[src/rtl/pif_pkg.sv]
// Shared types, constants and helpers for the integer formatter.
`default_nettype none
package pif_pkg;

  // Character codes
  localparam logic [7:0] CH_NUL   = 8'h00;
  localparam logic [7:0] CH_PCT   = 8'h25;
  localparam logic [7:0] CH_MINUS = 8'h2D;
  localparam logic [7:0] CH_ZERO  = 8'h30;
  localparam logic [7:0] CH_LO_A  = 8'h61;
  localparam logic [7:0] CH_UP_A  = 8'h41;
  localparam logic [7:0] CH_D     = 8'h64;
  localparam logic [7:0] CH_U     = 8'h75;
  localparam logic [7:0] CH_LO_X  = 8'h78;
  localparam logic [7:0] CH_UP_X  = 8'h58;
  localparam logic [7:0] CH_C     = 8'h63;

  // Converter geometry
  localparam int DD_BITS    = 32;
  localparam int DEC_DIGITS = 10;
  localparam int HEX_DIGITS = 16;
  localparam int ARG_W      = 64;
  localparam int REM_W      = 5;
  localparam int DD_CNT_W   = 6;

  typedef struct packed {
    logic [7:0]       fmt_char;
    logic [ARG_W-1:0] arg_value;
  } pif_in_t;

  typedef struct packed {
    logic [7:0]  out_char;
    logic        last_in_run;
    logic        string_done;
    logic [15:0] total_length;
  } pif_out_t;

  // Digit shifter control
  typedef struct packed {
    logic load;
    logic shift;
  } pif_sr_ctl_t;

  typedef enum logic [2:0] {
    ST_IDLE,
    ST_PUT,
    ST_SIGN,
    ST_DWAIT,
    ST_SKIP,
    ST_EMIT
  } pif_state_t;

  // Nibble to ASCII, letters from the given base
  function automatic logic [7:0] nib_char(input logic [3:0] nib, input logic [7:0] letter);
    logic [7:0] n8;
    n8 = {4'b0, nib};
    if (nib >= 4'd10) begin
      nib_char = letter + n8 - 8'd10;
    end else begin
      nib_char = CH_ZERO + n8;
    end
  endfunction

endpackage
`default_nettype wire

[src/rtl/printf_integer_formatter_core.sv]
// Top level of the printf-style integer formatter: sequencer, length count, output register.
//
// One format byte enters per transfer and gives zero to sixteen result characters,
// emitted one per cycle into an output register while it is not stalled. A plain
// byte, 'c' or '%%' takes the byte in ST_IDLE and loads the output register in ST_PUT.
// Hex takes the byte, drops leading zero nibbles in ST_SKIP and sends the digits in
// ST_EMIT. Decimal ('d', 'u') starts the bit-serial BCD converter, waits in ST_DWAIT
// for its shifts and then loads the nibble shifter, drops leading zeros from the ten
// digit positions and sends the rest; a '-' goes out while the conversion
// runs. A stalled output register holds back each character until it frees. The
// block takes one format byte at a time; a '%' alone or an unknown conversion gives no
// result. total_length is the saturating count of characters in the current string.
`default_nettype none
module printf_integer_formatter_core
  import pif_pkg::*;
#(
  parameter int LENGTH_WIDTH = 16
)(
  input  wire logic     clk,
  input  wire logic     rst_n,
  input  wire logic     in_valid,
  output logic          in_stall,
  input  wire pif_in_t  in_data,
  output logic          out_valid,
  input  wire logic     out_stall,
  output pif_out_t      out_data
);

  localparam logic [LENGTH_WIDTH-1:0] CNT_MAX = {LENGTH_WIDTH{1'b1}};

  pif_state_t              state_r, state_nxt;
  logic                    pend_r, pend_nxt;
  logic [LENGTH_WIDTH-1:0] cnt_r, cnt_nxt, cnt_inc;
  logic [7:0]              pchar_r, pchar_nxt;
  logic                    pdone_r, pdone_nxt;
  logic [7:0]              letter_r, letter_nxt;
  logic                    out_valid_r;
  pif_out_t                out_data_r;

  logic                    accept, slot_free;
  logic                    push, push_last, push_done;
  logic [7:0]              push_char;
  logic [LENGTH_WIDTH-1:0] len_val;
  logic [LENGTH_WIDTH+15:0] len_ext;

  logic                    dd_start, dd_fin;
  logic [DD_BITS-1:0]      dd_value, arg_lo;
  logic [4*DEC_DIGITS-1:0] dd_bcd;

  pif_sr_ctl_t             sr_ctl;
  logic [ARG_W-1:0]        sr_ld_data;
  logic [REM_W-1:0]        sr_ld_cnt;
  logic [3:0]              sr_nib;
  logic [REM_W-1:0]        sr_remain;

  pif_dbl_dabble u_dd (
    .clk   (clk),
    .rst_n (rst_n),
    .start (dd_start),
    .value (dd_value),
    .fin   (dd_fin),
    .bcd   (dd_bcd)
  );

  pif_digit_sr u_sr (
    .clk     (clk),
    .rst_n   (rst_n),
    .ctl     (sr_ctl),
    .ld_data (sr_ld_data),
    .ld_cnt  (sr_ld_cnt),
    .nib     (sr_nib),
    .remain  (sr_remain)
  );

  assign in_stall  = (state_r != ST_IDLE);
  assign accept    = in_valid && !in_stall;
  assign slot_free = !out_valid_r || !out_stall;
  assign arg_lo    = in_data.arg_value[DD_BITS-1:0];
  assign cnt_inc   = (cnt_r == CNT_MAX) ? cnt_r : cnt_r + 1'b1;

  // Decode and sequencing
  always_comb begin
    state_nxt  = state_r;
    pend_nxt   = pend_r;
    pchar_nxt  = pchar_r;
    pdone_nxt  = pdone_r;
    letter_nxt = letter_r;
    dd_start   = 1'b0;
    dd_value   = arg_lo;
    sr_ctl     = '0;
    sr_ld_data = in_data.arg_value;
    sr_ld_cnt  = REM_W'(HEX_DIGITS);
    push       = 1'b0;
    push_char  = pchar_r;
    push_last  = 1'b1;
    push_done  = 1'b0;
    case (state_r)
      ST_IDLE: begin
        if (accept) begin
          pdone_nxt = 1'b0;
          if (in_data.fmt_char == CH_NUL) begin
            pend_nxt  = 1'b0;
            pchar_nxt = CH_NUL;
            pdone_nxt = 1'b1;
            state_nxt = ST_PUT;
          end else if (!pend_r) begin
            if (in_data.fmt_char == CH_PCT) begin
              pend_nxt = 1'b1;
            end else begin
              pchar_nxt = in_data.fmt_char;
              state_nxt = ST_PUT;
            end
          end else begin
            pend_nxt = 1'b0;
            case (in_data.fmt_char)
              CH_D: begin
                dd_start = 1'b1;
                if (arg_lo[DD_BITS-1]) begin
                  dd_value  = '0 - arg_lo;
                  state_nxt = ST_SIGN;
                end else begin
                  state_nxt = ST_DWAIT;
                end
              end
              CH_U: begin
                dd_start  = 1'b1;
                state_nxt = ST_DWAIT;
              end
              CH_LO_X: begin
                sr_ctl.load = 1'b1;
                letter_nxt  = CH_LO_A;
                state_nxt   = ST_SKIP;
              end
              CH_UP_X: begin
                sr_ctl.load = 1'b1;
                letter_nxt  = CH_UP_A;
                state_nxt   = ST_SKIP;
              end
              CH_C: begin
                pchar_nxt = in_data.arg_value[7:0];
                state_nxt = ST_PUT;
              end
              CH_PCT: begin
                pchar_nxt = CH_PCT;
                state_nxt = ST_PUT;
              end
              default: ;
            endcase
          end
        end
      end
      ST_PUT: begin
        push_done = pdone_r;
        if (slot_free) begin
          push      = 1'b1;
          state_nxt = ST_IDLE;
        end
      end
      ST_SIGN: begin
        push_char = CH_MINUS;
        push_last = 1'b0;
        if (slot_free) begin
          push      = 1'b1;
          state_nxt = ST_DWAIT;
        end
      end
      ST_DWAIT: begin
        letter_nxt = CH_LO_A;
        sr_ld_data = {dd_bcd, {(ARG_W-4*DEC_DIGITS){1'b0}}};
        sr_ld_cnt  = REM_W'(DEC_DIGITS);
        if (dd_fin) begin
          sr_ctl.load = 1'b1;
          state_nxt   = ST_SKIP;
        end
      end
      ST_SKIP: begin
        if (sr_remain > REM_W'(1) && sr_nib == 4'd0) begin
          sr_ctl.shift = 1'b1;
        end else begin
          state_nxt = ST_EMIT;
        end
      end
      ST_EMIT: begin
        push_char = nib_char(sr_nib, letter_r);
        push_last = (sr_remain == REM_W'(1));
        if (slot_free) begin
          push         = 1'b1;
          sr_ctl.shift = 1'b1;
          if (push_last) begin
            state_nxt = ST_IDLE;
          end
        end
      end
      default: state_nxt = ST_IDLE;
    endcase
  end

  // Length count: the done result reports the count, then it clears
  always_comb begin
    cnt_nxt = cnt_r;
    len_val = cnt_r;
    if (push) begin
      if (push_done) begin
        cnt_nxt = '0;
      end else begin
        cnt_nxt = cnt_inc;
        len_val = cnt_inc;
      end
    end
  end

  assign len_ext = {16'b0, len_val};

  always_ff @(posedge clk) begin
    if (!rst_n) begin
      state_r     <= ST_IDLE;
      pend_r      <= 1'b0;
      cnt_r       <= '0;
      out_valid_r <= 1'b0;
    end else begin
      state_r <= state_nxt;
      pend_r  <= pend_nxt;
      cnt_r   <= cnt_nxt;
      if (push) begin
        out_valid_r <= 1'b1;
      end else if (!out_stall) begin
        out_valid_r <= 1'b0;
      end
    end
    pchar_r  <= pchar_nxt;
    pdone_r  <= pdone_nxt;
    letter_r <= letter_nxt;
    // Output register
    if (push) begin
      out_data_r.out_char     <= push_char;
      out_data_r.last_in_run  <= push_last;
      out_data_r.string_done  <= push_done;
      out_data_r.total_length <= len_ext[15:0];
    end
  end

  assign out_valid = out_valid_r;
  assign out_data  = out_data_r;

endmodule
`default_nettype wire

[src/rtl/pif_dbl_dabble.sv]
// Bit-serial binary to BCD converter (shift and add 3), one bit per cycle.
`default_nettype none
module pif_dbl_dabble
  import pif_pkg::*;
(
  input  wire logic                      clk,
  input  wire logic                      rst_n,
  input  wire logic                      start,
  input  wire logic [DD_BITS-1:0]        value,
  output logic                           fin,
  output logic [4*DEC_DIGITS-1:0]        bcd
);

  logic [DD_BITS-1:0]      bin_r, bin_nxt;
  logic [4*DEC_DIGITS-1:0] bcd_r, bcd_nxt, bcd_adj;
  logic [DD_CNT_W-1:0]     cnt_r, cnt_nxt;
  logic                    busy_r, busy_nxt;

  // Add 3 to every digit of five or more, then shift one bit in
  always_comb begin
    for (int i = 0; i < DEC_DIGITS; i++) begin
      if (bcd_r[4*i +: 4] >= 4'd5) begin
        bcd_adj[4*i +: 4] = bcd_r[4*i +: 4] + 4'd3;
      end else begin
        bcd_adj[4*i +: 4] = bcd_r[4*i +: 4];
      end
    end
    bin_nxt  = bin_r;
    bcd_nxt  = bcd_r;
    cnt_nxt  = cnt_r;
    busy_nxt = busy_r;
    if (start) begin
      bin_nxt  = value;
      bcd_nxt  = '0;
      cnt_nxt  = DD_CNT_W'(DD_BITS);
      busy_nxt = 1'b1;
    end else if (busy_r && cnt_r != '0) begin
      bcd_nxt = {bcd_adj[4*DEC_DIGITS-2:0], bin_r[DD_BITS-1]};
      bin_nxt = {bin_r[DD_BITS-2:0], 1'b0};
      cnt_nxt = cnt_r - 1'b1;
    end
  end

  always_ff @(posedge clk) begin
    if (!rst_n) begin
      busy_r <= 1'b0;
      cnt_r  <= '0;
    end else begin
      busy_r <= busy_nxt;
      cnt_r  <= cnt_nxt;
    end
    bin_r <= bin_nxt;
    bcd_r <= bcd_nxt;
  end

  // Result holds until the next start
  assign fin = busy_r && (cnt_r == '0);
  assign bcd = bcd_r;

endmodule
`default_nettype wire

[src/rtl/pif_digit_sr.sv]
// Nibble shift register that feeds digits out most significant first.
`default_nettype none
module pif_digit_sr
  import pif_pkg::*;
(
  input  wire logic              clk,
  input  wire logic              rst_n,
  input  wire pif_sr_ctl_t       ctl,
  input  wire logic [ARG_W-1:0]  ld_data,
  input  wire logic [REM_W-1:0]  ld_cnt,
  output logic [3:0]             nib,
  output logic [REM_W-1:0]       remain
);

  logic [ARG_W-1:0] data_r;
  logic [REM_W-1:0] remain_r;

  always_ff @(posedge clk) begin
    if (!rst_n) begin
      remain_r <= '0;
    end else if (ctl.load) begin
      remain_r <= ld_cnt;
    end else if (ctl.shift) begin
      remain_r <= remain_r - 1'b1;
    end
    if (ctl.load) begin
      data_r <= ld_data;
    end else if (ctl.shift) begin
      data_r <= {data_r[ARG_W-5:0], 4'b0};
    end
  end

  assign nib    = data_r[ARG_W-1 -: 4];
  assign remain = remain_r;

endmodule
`default_nettype wire

[config.mk]
export PLATFORM = sky130hd
export DESIGN_NAME = printf_integer_formatter_core
export DESIGN_NICKNAME = d
export VERILOG_FILES = /design/src/rtl/pif_pkg.sv /design/src/rtl/printf_integer_formatter_core.sv /design/src/rtl/pif_dbl_dabble.sv /design/src/rtl/pif_digit_sr.sv
export SDC_FILE = /design/constraint.sdc
export NUM_CORES = 1
export LEC_CHECK = 0
export ABC_AREA = 1
export BUFFER_PORTS_ARGS = -buffer_cell sky130_fd_sc_hd__buf_4
export CAP_MARGIN = 20
export CORE_MARGIN = 1.5
export CORE_UTILIZATION = 60
export CTS_CLUSTER_DIAMETER = 200
export DETAILED_ROUTE_END_ITERATION = 8
export PLACE_DENSITY_LB_ADDON = 0.12
export SLEW_MARGIN = 20
export SYNTH_ARGS = -nofsm -noshare
export SYNTH_HDL_FRONTEND = slang
export SYNTH_SLANG_ARGS = --single-unit
[constraint.sdc]
create_clock -name clk -period 2.8 [get_ports clk]
set_input_delay 0.28 -clock clk [delete_from_list [all_inputs] [get_ports clk]]
set_output_delay 0.28 -clock clk [all_outputs]
set_load 0.03 [all_outputs]
==> summary.txt, run 1 <==
Setup path
  – Worst R2R End: u_sr.data_r[12]$_DFFE_PP_
  – R2R setup slack: roughly 0.5 ns
  – Worst EP required: approximately 3.0 ns
  – Crit. End Element: register
  – WS Path Type: reg -> reg
  – R2R depth: 9
  – Crit start category: register
  – Max FO, Critical Path: 34
  – Reg2reg start: u_sr.data_r[60]$_DFFE_PP_
  – Crit path DAT: ~2.5 ns

Pwr
  – Logic pwr share: 24.0%
  – Sw frac: between 30% and 40%
  – Part of the power in the clock network: roughly 32%
  – Power per cell area: 693 mW/mm^2
  – Sequential Power Share: between 40% and 50%
  – Max IR drop VDD: 0.000445 V
  – Psw: approximately 2.8 mW
  – P_leak: just under 6 nW
  – P_int: between 6 and 7 mW

Min path
  – Hold path start: in_data[69]
  – Class of the worst hold path: in -> reg
  – Worst hold stages: 3
  – Worst hold endpoint: letter_r[5]$_SDFFCE_PP1P_

Synthesis
  – Syn_nets: about 1500
  – Synthesized cell area: ~0.011 sq mm
  – YS warnings: 0
  – Post-Synthesis Cells: 1388
  – Register area share after synthesis: ~49%
  – Distinct cell type count after synthesis: 36
  – Avg Synthesized Cell Area: 8.02 sq um
  – Yosys reg bits: between 200 and 250

STA
  – Unrepaired setup endpoints after global routing: false
  – WHS: just under 0.1 ns
  – Worst Tran Pin Value: between 0.8 and 0.9 ns
  – Setup ws final: about 0.51 ns
  – Clk_skew: 0.0127 ns
  – Final min period: approximately 2.3 ns
  – Period utilisation layout: between 80% and 90%
  – Achievable Freq: ~440 MHz
  – Max_slew headroom: between 40% and 50%
  – Post-Route Setup TNS: 0 ns
  – Fin. max-slew vios: 0
  – Final setup fails: 0
  – Final Hold Viols: 0

Placement
  – Hpwl dp: approximately 18 mm
  – Pre-CTS WS: 0.474 ns
  – Port Buffer Count: roughly 100
  – Gp weighted congestion: about 0.89

Clocking
  – CTS clk-pin slew, worst paths: approximately 0.06 ns
  – Clock sinks: 205
  – CTS Root Cell: clkbuf_16
  – Clk Latency, worst-skew pair: around 0.51 ns
  – Level count of the clock H-tree: 1
  – CTS Hold Bufs: 0
  – Post-CTS Repair Setup Buffers: 0
  – Clk buf depth: 3
  – Cts repair resizes: 0
  – CTS Buf Count: 22
  – CTS tree: done

Cells and area
  – Fill cell count: around 1400
  – Final Util: ~71%
  – Nets@finish: 1589
  – Share of cells above drive strength 1: about 12%
  – Growth of design area from synthesis to finish: 15.6%
  – Diode count: 0

Floorplan
  – Area of the core: 0.0181 sq mm
  – Die footprint: 0.0194 sq mm
  – Die Span X: 139 um
  – Chip height: 139 um
  – I/O pin total: 104
  – Initial Util: 61.5%
  – Row count: 49

Detailed routing
  – Via Count: between 9000 and 10000
  – Total routed wirelength: roughly 26 mm
  – Drt pass-1 iters: 7
  – Drt drc: 10
  – Post-DRT Antenna Nets: 0
  – Number of DRC markers in iteration 0: around 800
  – Wire per inst: roughly 15 um
  – Vias per cell: approximately 5.7

Global route
  – GRT overflow: 0
  – Largest net degree at the start of global routing: 66
  – Total Routing Usage GR: 27.4%
  – First-pass GRT wire length: about 44 mm
  – Initial antenna violation count: 0
  – Vias in the first global route: 9249

Outcome
  – Status: finished with violations
  – Failing checks: DRC

Run
  – MaxCap Viol Count: 0
==> cells in the mapped netlist <==
master / instances / share of area [%]
inv_2: 12 / 0.40
o21bai_1: 1 / 0.067
buf_4: 4 / 0.27
nand3_2: 1 / 0.090
xor2_1: 11 / 0.87
o211ai_1: 17 / 1.1
nand3b_1: 3 / 0.20
o221ai_1: 49 / 3.9
xnor2_1: 2 / 0.16
buf_2: 24 / 1.1
o21a_1: 1 / 0.067
a32o_1: 1 / 0.090
nand2_1: 296 / 10
or2_1: 2 / 0.11
clkinv_1: 1 / 0.034
a21oi_1: 63 / 2.8
o21ai_1: 44 / 2.0
nor3_2: 2 / 0.18
nor4_1: 1 / 0.056
nor3_1: 15 / 0.67
dfxtp_1: 73 / 13
nand4_1: 8 / 0.45
or2_2: 2 / 0.11
a31oi_1: 3 / 0.17
nor2_1: 122 / 4.1
nand3_1: 87 / 3.9
o22ai_1: 5 / 0.28
nand2_2: 1 / 0.056
edfxtp_1: 132 / 36
o21ai_0: 111 / 5.0
o31ai_1: 19 / 1.3
nor2_2: 5 / 0.28
inv_1: 219 / 7.4
ha_1: 29 / 3.3
nor2_4: 1 / 0.10
clkbuf_1: 21 / 0.71
==> power groups by stage <==
| stage | combinational (mW) | clock, mW | sequential [mW] |
|---|---|---|---|
| 2_1_floorplan | 1.04 | 0 | 4.32 |
| 3_3_place_gp | 2.08 | 0 | 3.97 |
| 3_5_place_dp | 2.13 | 0 | 3.98 |
| 4_1_cts | 2.14 | 2.92 | 3.92 |
| 5_1_grt | 2.35 | 3.02 | 3.96 |
| 6_report | 2.14 | 2.87 | 3.92 |
==> worst max-delay path, cell delays in order (launching register included) <==
cell,delay (ns)
edfxtp_1,0.39
inv_1,0.16
ha_1,0.17
nand3_1,0.09
nor2_1,0.09
nand3_1,0.09
o21ai_1,0.21
nor2_1,0.14
inv_2,0.34
buf_12,0.29
==> cells by family (layout without fill, tap and decap cells) <==
family / after synthesis / after routing / share of synthesized area (%)
buffers and inverters: 281 / 393 / 9.88
adder cells (fa/ha/maj): 29 / 29 / 3.26
AND/OR/NAND/NOR: 546 / 546 / 20.3
XOR/XNOR: 13 / 13 / 1.02
flip-flops: 205 / 205 / 48.7
AO/OA/AOI/OAI: 314 / 314 / 16.8
==> routing by layer <==
| layer | wire, um | track usage (%) | vias to the layer above |
|---|---|---|---|
| met2 | 12300 | 45.2 | 335 |
| li1 | - | - | 4869 |
| met1 | 11800 | 37.8 | 4556 |
| met3 | 1850 | 4.11 | 55 |
| met5 | 0 | 0 | - |
| met4 | 548 | 8.06 | 0 |
==> placed cells by master (no fill, tap or decap), types with 2 or more instances in the layout <==
master | netlist | routed
nand3_1 | 87 | 86
o21ai_1 | 44 | 44
clkinv_2 | 0 | 7
or2_1 | 2 | 2
or2_2 | 2 | 2
nor2_2 | 5 | 4
nand3b_1 | 3 | 3
nand3_2 | 1 | 2
o22ai_1 | 5 | 5
a21oi_1 | 63 | 63
nor2_1 | 122 | 122
a31oi_1 | 3 | 3
o21ai_0 | 111 | 111
clkbuf_16 | 0 | 23
inv_2 | 12 | 12
clkbuf_8 | 0 | 3
o211ai_1 | 17 | 17
nor3_2 | 2 | 2
clkinv_1 | 1 | 2
edfxtp_1 | 132 | 132
xor2_1 | 11 | 11
buf_12 | 0 | 4
xnor2_1 | 2 | 2
ha_1 | 29 | 29
buf_4 | 4 | 117
nor2_4 | 1 | 2
nand4_1 | 8 | 8
nor3_1 | 15 | 15
o221ai_1 | 49 | 49
clkbuf_1 | 21 | 4
dfxtp_1 | 73 | 73
nand2_1 | 296 | 296
inv_1 | 219 | 219
o31ai_1 | 19 | 19
==> final cells by class <==
| class | instances | area [sq um] | area share, % |
|---|---|---|---|
| clock inverter | 10 | 76.3 | 0.593 |
| inverter | 232 | 871 | 6.77 |
| tap | 229 | 287 | 2.23 |
| multi-input combinational | 902 | 4610 | 35.9 |
| timing repair buffer | 121 | 958 | 7.45 |
| clock buffer | 30 | 632 | 4.91 |
| sequential | 205 | 5430 | 42.2 |
==> worst max path at each step <==
| stage | start | end | slack, ns | cells past startpoint |
|---|---|---|---|---|
| 6_report | u_sr.data_r[60]$_DFFE_PP_ | u_sr.data_r[12]$_DFFE_PP_ | 0.51 | 9 |
| 5_1_grt | u_sr.data_r[60]$_DFFE_PP_ | u_sr.data_r[27]$_DFFE_PP_ | 0.33 | 9 |
| 4_1_cts | u_sr.data_r[60]$_DFFE_PP_ | u_sr.data_r[12]$_DFFE_PP_ | 0.53 | 9 |
| 3_5_place_dp | in_data[64] | u_sr.data_r[60]$_DFFE_PP_ | 0.47 | 8 |
| 3_3_place_gp | in_data[64] | u_sr.data_r[60]$_DFFE_PP_ | 0.54 | 8 |
| 2_1_floorplan | state_r[1]$_SDFFE_PN0P_ | u_dd.bin_r[0]$_SDFFCE_PP0P_ | 0.19 | 7 |
==> per-stage QoR <==
step	instances	area, sq um	power (mW)
final	1729	12900	8.92
after global routing	1729	12900	9.33
after CTS	1729	12900	8.97
after detailed placement	1689	12200	6.10
after global placement	1689	12200	6.05
after floorplan	1388	11100	5.36
==> sequential cells by signal, summed over array words and instances, names as in the netlist <==
name / count
pchar_r: 8
u_dd.cnt_r: 6
u_sr.data_r: 64
u_dd.bin_r: 32
cnt_r: 16
out_valid: 1
u_sr.remain: 5
letter_r: 1
pdone_r: 1
pend_r: 1
u_dd.busy_r: 1
u_dd.bcd: 40
out_data: 26
state_r: 3
Power figures use the tool's default switching activity.
==> inputs of run 2 (changes only) <==
--- a/config.mk
+++ b/config.mk
@@ -5,11 +5,11 @@
 export SDC_FILE = /design/constraint.sdc
 export NUM_CORES = 1
 export LEC_CHECK = 0
-export ABC_AREA = 1
+export ABC_AREA = 0
 export BUFFER_PORTS_ARGS = -buffer_cell sky130_fd_sc_hd__buf_4
 export CAP_MARGIN = 20
 export CORE_MARGIN = 1.5
-export CORE_UTILIZATION = 60
+export CORE_UTILIZATION = 54
 export CTS_CLUSTER_DIAMETER = 200
 export DETAILED_ROUTE_END_ITERATION = 8
 export PLACE_DENSITY_LB_ADDON = 0.12
==> constraint.sdc (replaced) <==
create_clock -name clk -period 1.8 [get_ports clk]
set_input_delay 0.18 -clock clk [delete_from_list [all_inputs] [get_ports clk]]
set_output_delay 0.18 -clock clk [all_outputs]
set_load 0.03 [all_outputs]
==> run 2 against run 1 <==
Compared with the run above: the run ends with setup timing left; via count rose by 7.9%; first-iteration DRC count is 18% higher; global-route usage down 0.71 points; clock-buffer cell count grew 5; register-to-register slack lost 0.82 ns; largest power group unchanged; total power increased by 22%; synthesized cell count shrank 17%; clock skew decreased by 0.0028 ns; sequential share of layout area decreased by 8.5 points; area after synthesis fell by 2.2%.
==> summary.txt, run 2 <==
Detailed routing
  – Wire length on met1: roughly 13 mm
  – Vias per cell: between 6 and 7
  – Wire per inst: between 15 and 20 um
  – Highest metal used: met4
  – Post-DRT Antenna Nets: 0
  – Total routed wirelength: between 30 and 40 mm
  – Drt pass-1 iters: 6
  – Met2 wire length: 17.4 mm
  – Drt drc: 0
  – Number of DRC markers in iteration 0: approximately 940
  – Met3 Wirelength: around 2.9 mm
  – Via Count: 10589

Synthesis
  – Syn_nets: 1253
  – Avg Synthesized Cell Area: around 9.5 sq um
  – Yosys reg bits: ~200
  – YS warnings: 0
  – Synth top area cells: edfxtp_1, dfxtp_1, nand2_1
  – Register area share after synthesis: 49.9%
  – Yosys top cell by area: edfxtp_1
  – Post-synth top flop: edfxtp_1
  – Post-Synthesis Cells: 1148
  – Synth top cells by count: nand2_1, edfxtp_1, a21oi_1
  – Synthesized cell area: between 0.01 and 0.015 sq mm
  – Post-synth EDFFs: between 100 and 150
  – Post-synth top area share: 36.4%
  – Ys async rst share: 0%
  – Most common cell in the synthesized netlist: nand2_1
  – Distinct cell type count after synthesis: slightly below 70

Pwr
  – Psw: roughly 2.4 mW
  – Part of the power in the clock network: 45.9%
  – Max IR drop VDD: between 0.0007 and 0.0008 V
  – Power per cell area: about 670 mW/mm^2
  – P_int: ~8.5 mW
  – Sequential Power Share: 46.1%
  – P_leak: around 6.7 nW
  – Sw frac: between 20% and 30%
  – Logic pwr share: ~7.9%

STA
  – Final setup fails: between 200 and 300
  – Worst Tran Pin Value: 0.535 ns
  – Final Hold Viols: 0
  – Period utilisation layout: 117%
  – Post-Route Setup TNS: -47.00 ns
  – Achievable Freq: roughly 470 MHz
  – Clk_skew: a little under 0.01 ns
  – Unrepaired setup endpoints after global routing: true
  – Setup ws final: -0.311 ns
  – Max_slew headroom: ~63%
  – Fin. max-slew vios: 0
  – Final min period: approximately 2.1 ns

Cells and area
  – Most frequent cells in the layout: buf_4, nand2_1, edfxtp_1
  – Max FFs per register: between 60 and 70
  – Largest Register: u_sr.data_r
  – Share of cells above drive strength 1: 36.9%
  – Growth of design area from synthesis to finish: 48.8%
  – Fill cell count: 1098
  – Final Util: between 80% and 90%
  – Register Area: ~0.0055 sq mm
  – Commonest non-fill, non-tap cell in the layout: buf_4
  – Footprint of the multi-input gates: between 0.005 and 0.006 sq mm
  – Diode count: 0
  – Nets@finish: between 1500 and 2000

Min path
  – Worst hold stages: 2
  – Class of the worst hold path: in -> reg
  – Hold path start: in_data[14]
  – Worst hold endpoint: u_sr.data_r[14]$_DFFE_PP_

Floorplan
  – Initial Util: between 50% and 60%
  – Chip height: around 140 um
  – I/O pin total: 104
  – Die footprint: 0.0210 sq mm
  – Row count: between 50 and 60
  – Die Span X: roughly 140 um
  – Area of the core: 0.0196 sq mm

Global route
  – GRT overflow: 0
  – Vias in the first global route: about 9600
  – First-pass GRT wire length: roughly 46 mm
  – Largest net degree at the start of global routing: 42
  – Initial antenna violation count: 0
  – Total Routing Usage GR: between 20% and 30%

Setup path
  – CP max stage cell: or4b_4
  – Crit-path cells: inv_2 > ha_4 > or4b_4 > buf_4 > o21ai_4 > clkbuf_16 > nor2_1 > xnor2_1 > nor2_1
  – Crit start category: register
  – Max FO, Critical Path: 7
  – Worst EP required: 2.23 ns
  – Crit. End Element: register
  – Worst R2R End: u_dd.cnt_r[3]$_SDFFE_PP0P_
  – R2R setup slack: -0.31 ns
  – Worst path most repeated cell: nor2_1
  – Crit path DAT: 2.54 ns
  – WS Path Type: reg -> reg
  – Reg2reg start: u_dd.cnt_r[0]$_SDFFE_PP0P_
  – Worst path max stage delay: between 0.4 and 0.5 ns
  – R2R depth: 9

Placement
  – Hpwl dp: roughly 19 mm
  – Pre-CTS WS: -0.347 ns
  – Gp weighted congestion: ~0.9
  – Port Buffer Count: 103

Clocking
  – CTS tree: done
  – CTS clk-pin slew, worst paths: around 0.06 ns
  – CTS Buf Count: 23
  – Clk buf depth: 3
  – Clk Latency, worst-skew pair: between 0.5 and 0.6 ns
  – Clock sinks: around 210
  – Level count of the clock H-tree: 1
  – CTS Root Cell: clkbuf_16

Run
  – MaxCap Viol Count: 0

Outcome
  – Status: finished with violations
  – Failing checks: setup timing
[run 2: cell count changes after synthesis, sizes merged, moves of 48 or more]
cell | before | now
inv | 231 | 51
nand2 | 297 | 195
nand3 | 88 | 35
nor2 | 128 | 61
o21ai | 155 | 82
o221ai | 49 | 1
[run 2: critical path: cells and delay by family (launching register included)]
kind,cells,cell delay [ns]
simple gates,3,0.74
buf+inv,3,0.50
flops,1,0.33
compound gates,1,0.19
fa+ha+maj,1,0.13
xor+xnor,1,0.12
[run 2: cell type report]
| class | instances | share of cell area [%] |
|---|---|---|
| multi-input combinational | 831 | 37.0 |
| sequential | 205 | 33.7 |
| timing repair buffer | 349 | 20.9 |
| clock buffer | 35 | 4.27 |
| tap | 265 | 2.05 |
| inverter | 53 | 1.33 |
| clock inverter | 7 | 0.726 |
[run 2: stage by stage]
step                      hold slack (ns)  area, sq um  std cells  power [mW]
after floorplan                     0.360        11300       1148        5.45
after global routing             0.000678        16200       1745        11.2
after CTS                        0.000211        14800       1697        10.8
after detailed placement            0.464        13500       1613        5.84
after global placement              0.467        13500       1613        5.83
final                            0.000826        16200       1745        10.9
[run 2: what timing repair did]
item	4_1_cts	5_1_grt
setup buffers	5	31
pin swaps	4	95
setup endpoints to repair	264	273
endpoints found under the hold margin	34	0
hold buffers	34	0
cloned	3	18
gates resized for setup	23	209
[run 2: kinds of logic after synthesis]
| logic type | after synthesis | share of synthesized area (%) |
|---|---|---|
| AND/OR/NAND/NOR | 425 | 19.3 |
| XOR/XNOR | 59 | 4.75 |
| buffers and inverters | 117 | 4.41 |
| multiplexers | 13 | 1.21 |
| AO/OA/AOI/OAI | 300 | 17.2 |
| adder cells (fa/ha/maj) | 29 | 3.33 |
| flip-flops | 205 | 49.9 |
[run 2: power groups by stage]
| stage | combinational, mW | sequential, mW | clock, mW |
|---|---|---|---|
| after floorplan | 0.235 | 5.21 | 0 |
| after global placement | 0.692 | 5.14 | 0 |
| after detailed placement | 0.699 | 5.14 | 0 |
| after CTS | 0.765 | 5.04 | 5.00 |
| after global routing | 0.913 | 5.04 | 5.25 |
| final | 0.868 | 5.04 | 5.02 |
[run 2: routing by layer]
metal,vias up,GRT usage (%)
li1,4824,-
met5,-,0
met4,0,7.01
met3,99,3.87
met1,5144,34.1
met2,522,47.5
[run 2: how the worst max path moves through the flow]
stage / start / slack [ns] / depth (start not counted) / to
floorplan: u_dd.cnt_r[0]$_SDFFE_PP0P_ / -0.45 / 8 / u_sr.data_r[0]$_SDFFCE_PP0P_
global placement: in_data[65] / -0.31 / 6 / u_dd.bin_r[26]$_DFFE_PP_
detailed placement: in_data[65] / -0.35 / 6 / u_dd.bin_r[22]$_DFFE_PP_
CTS: u_dd.cnt_r[0]$_SDFFE_PP0P_ / -0.21 / 8 / u_sr.data_r[57]$_DFFE_PP_
global route: u_dd.cnt_r[0]$_SDFFE_PP0P_ / -0.36 / 9 / u_dd.cnt_r[3]$_SDFFE_PP0P_
finish: u_dd.cnt_r[0]$_SDFFE_PP0P_ / -0.31 / 9 / u_dd.cnt_r[3]$_SDFFE_PP0P_
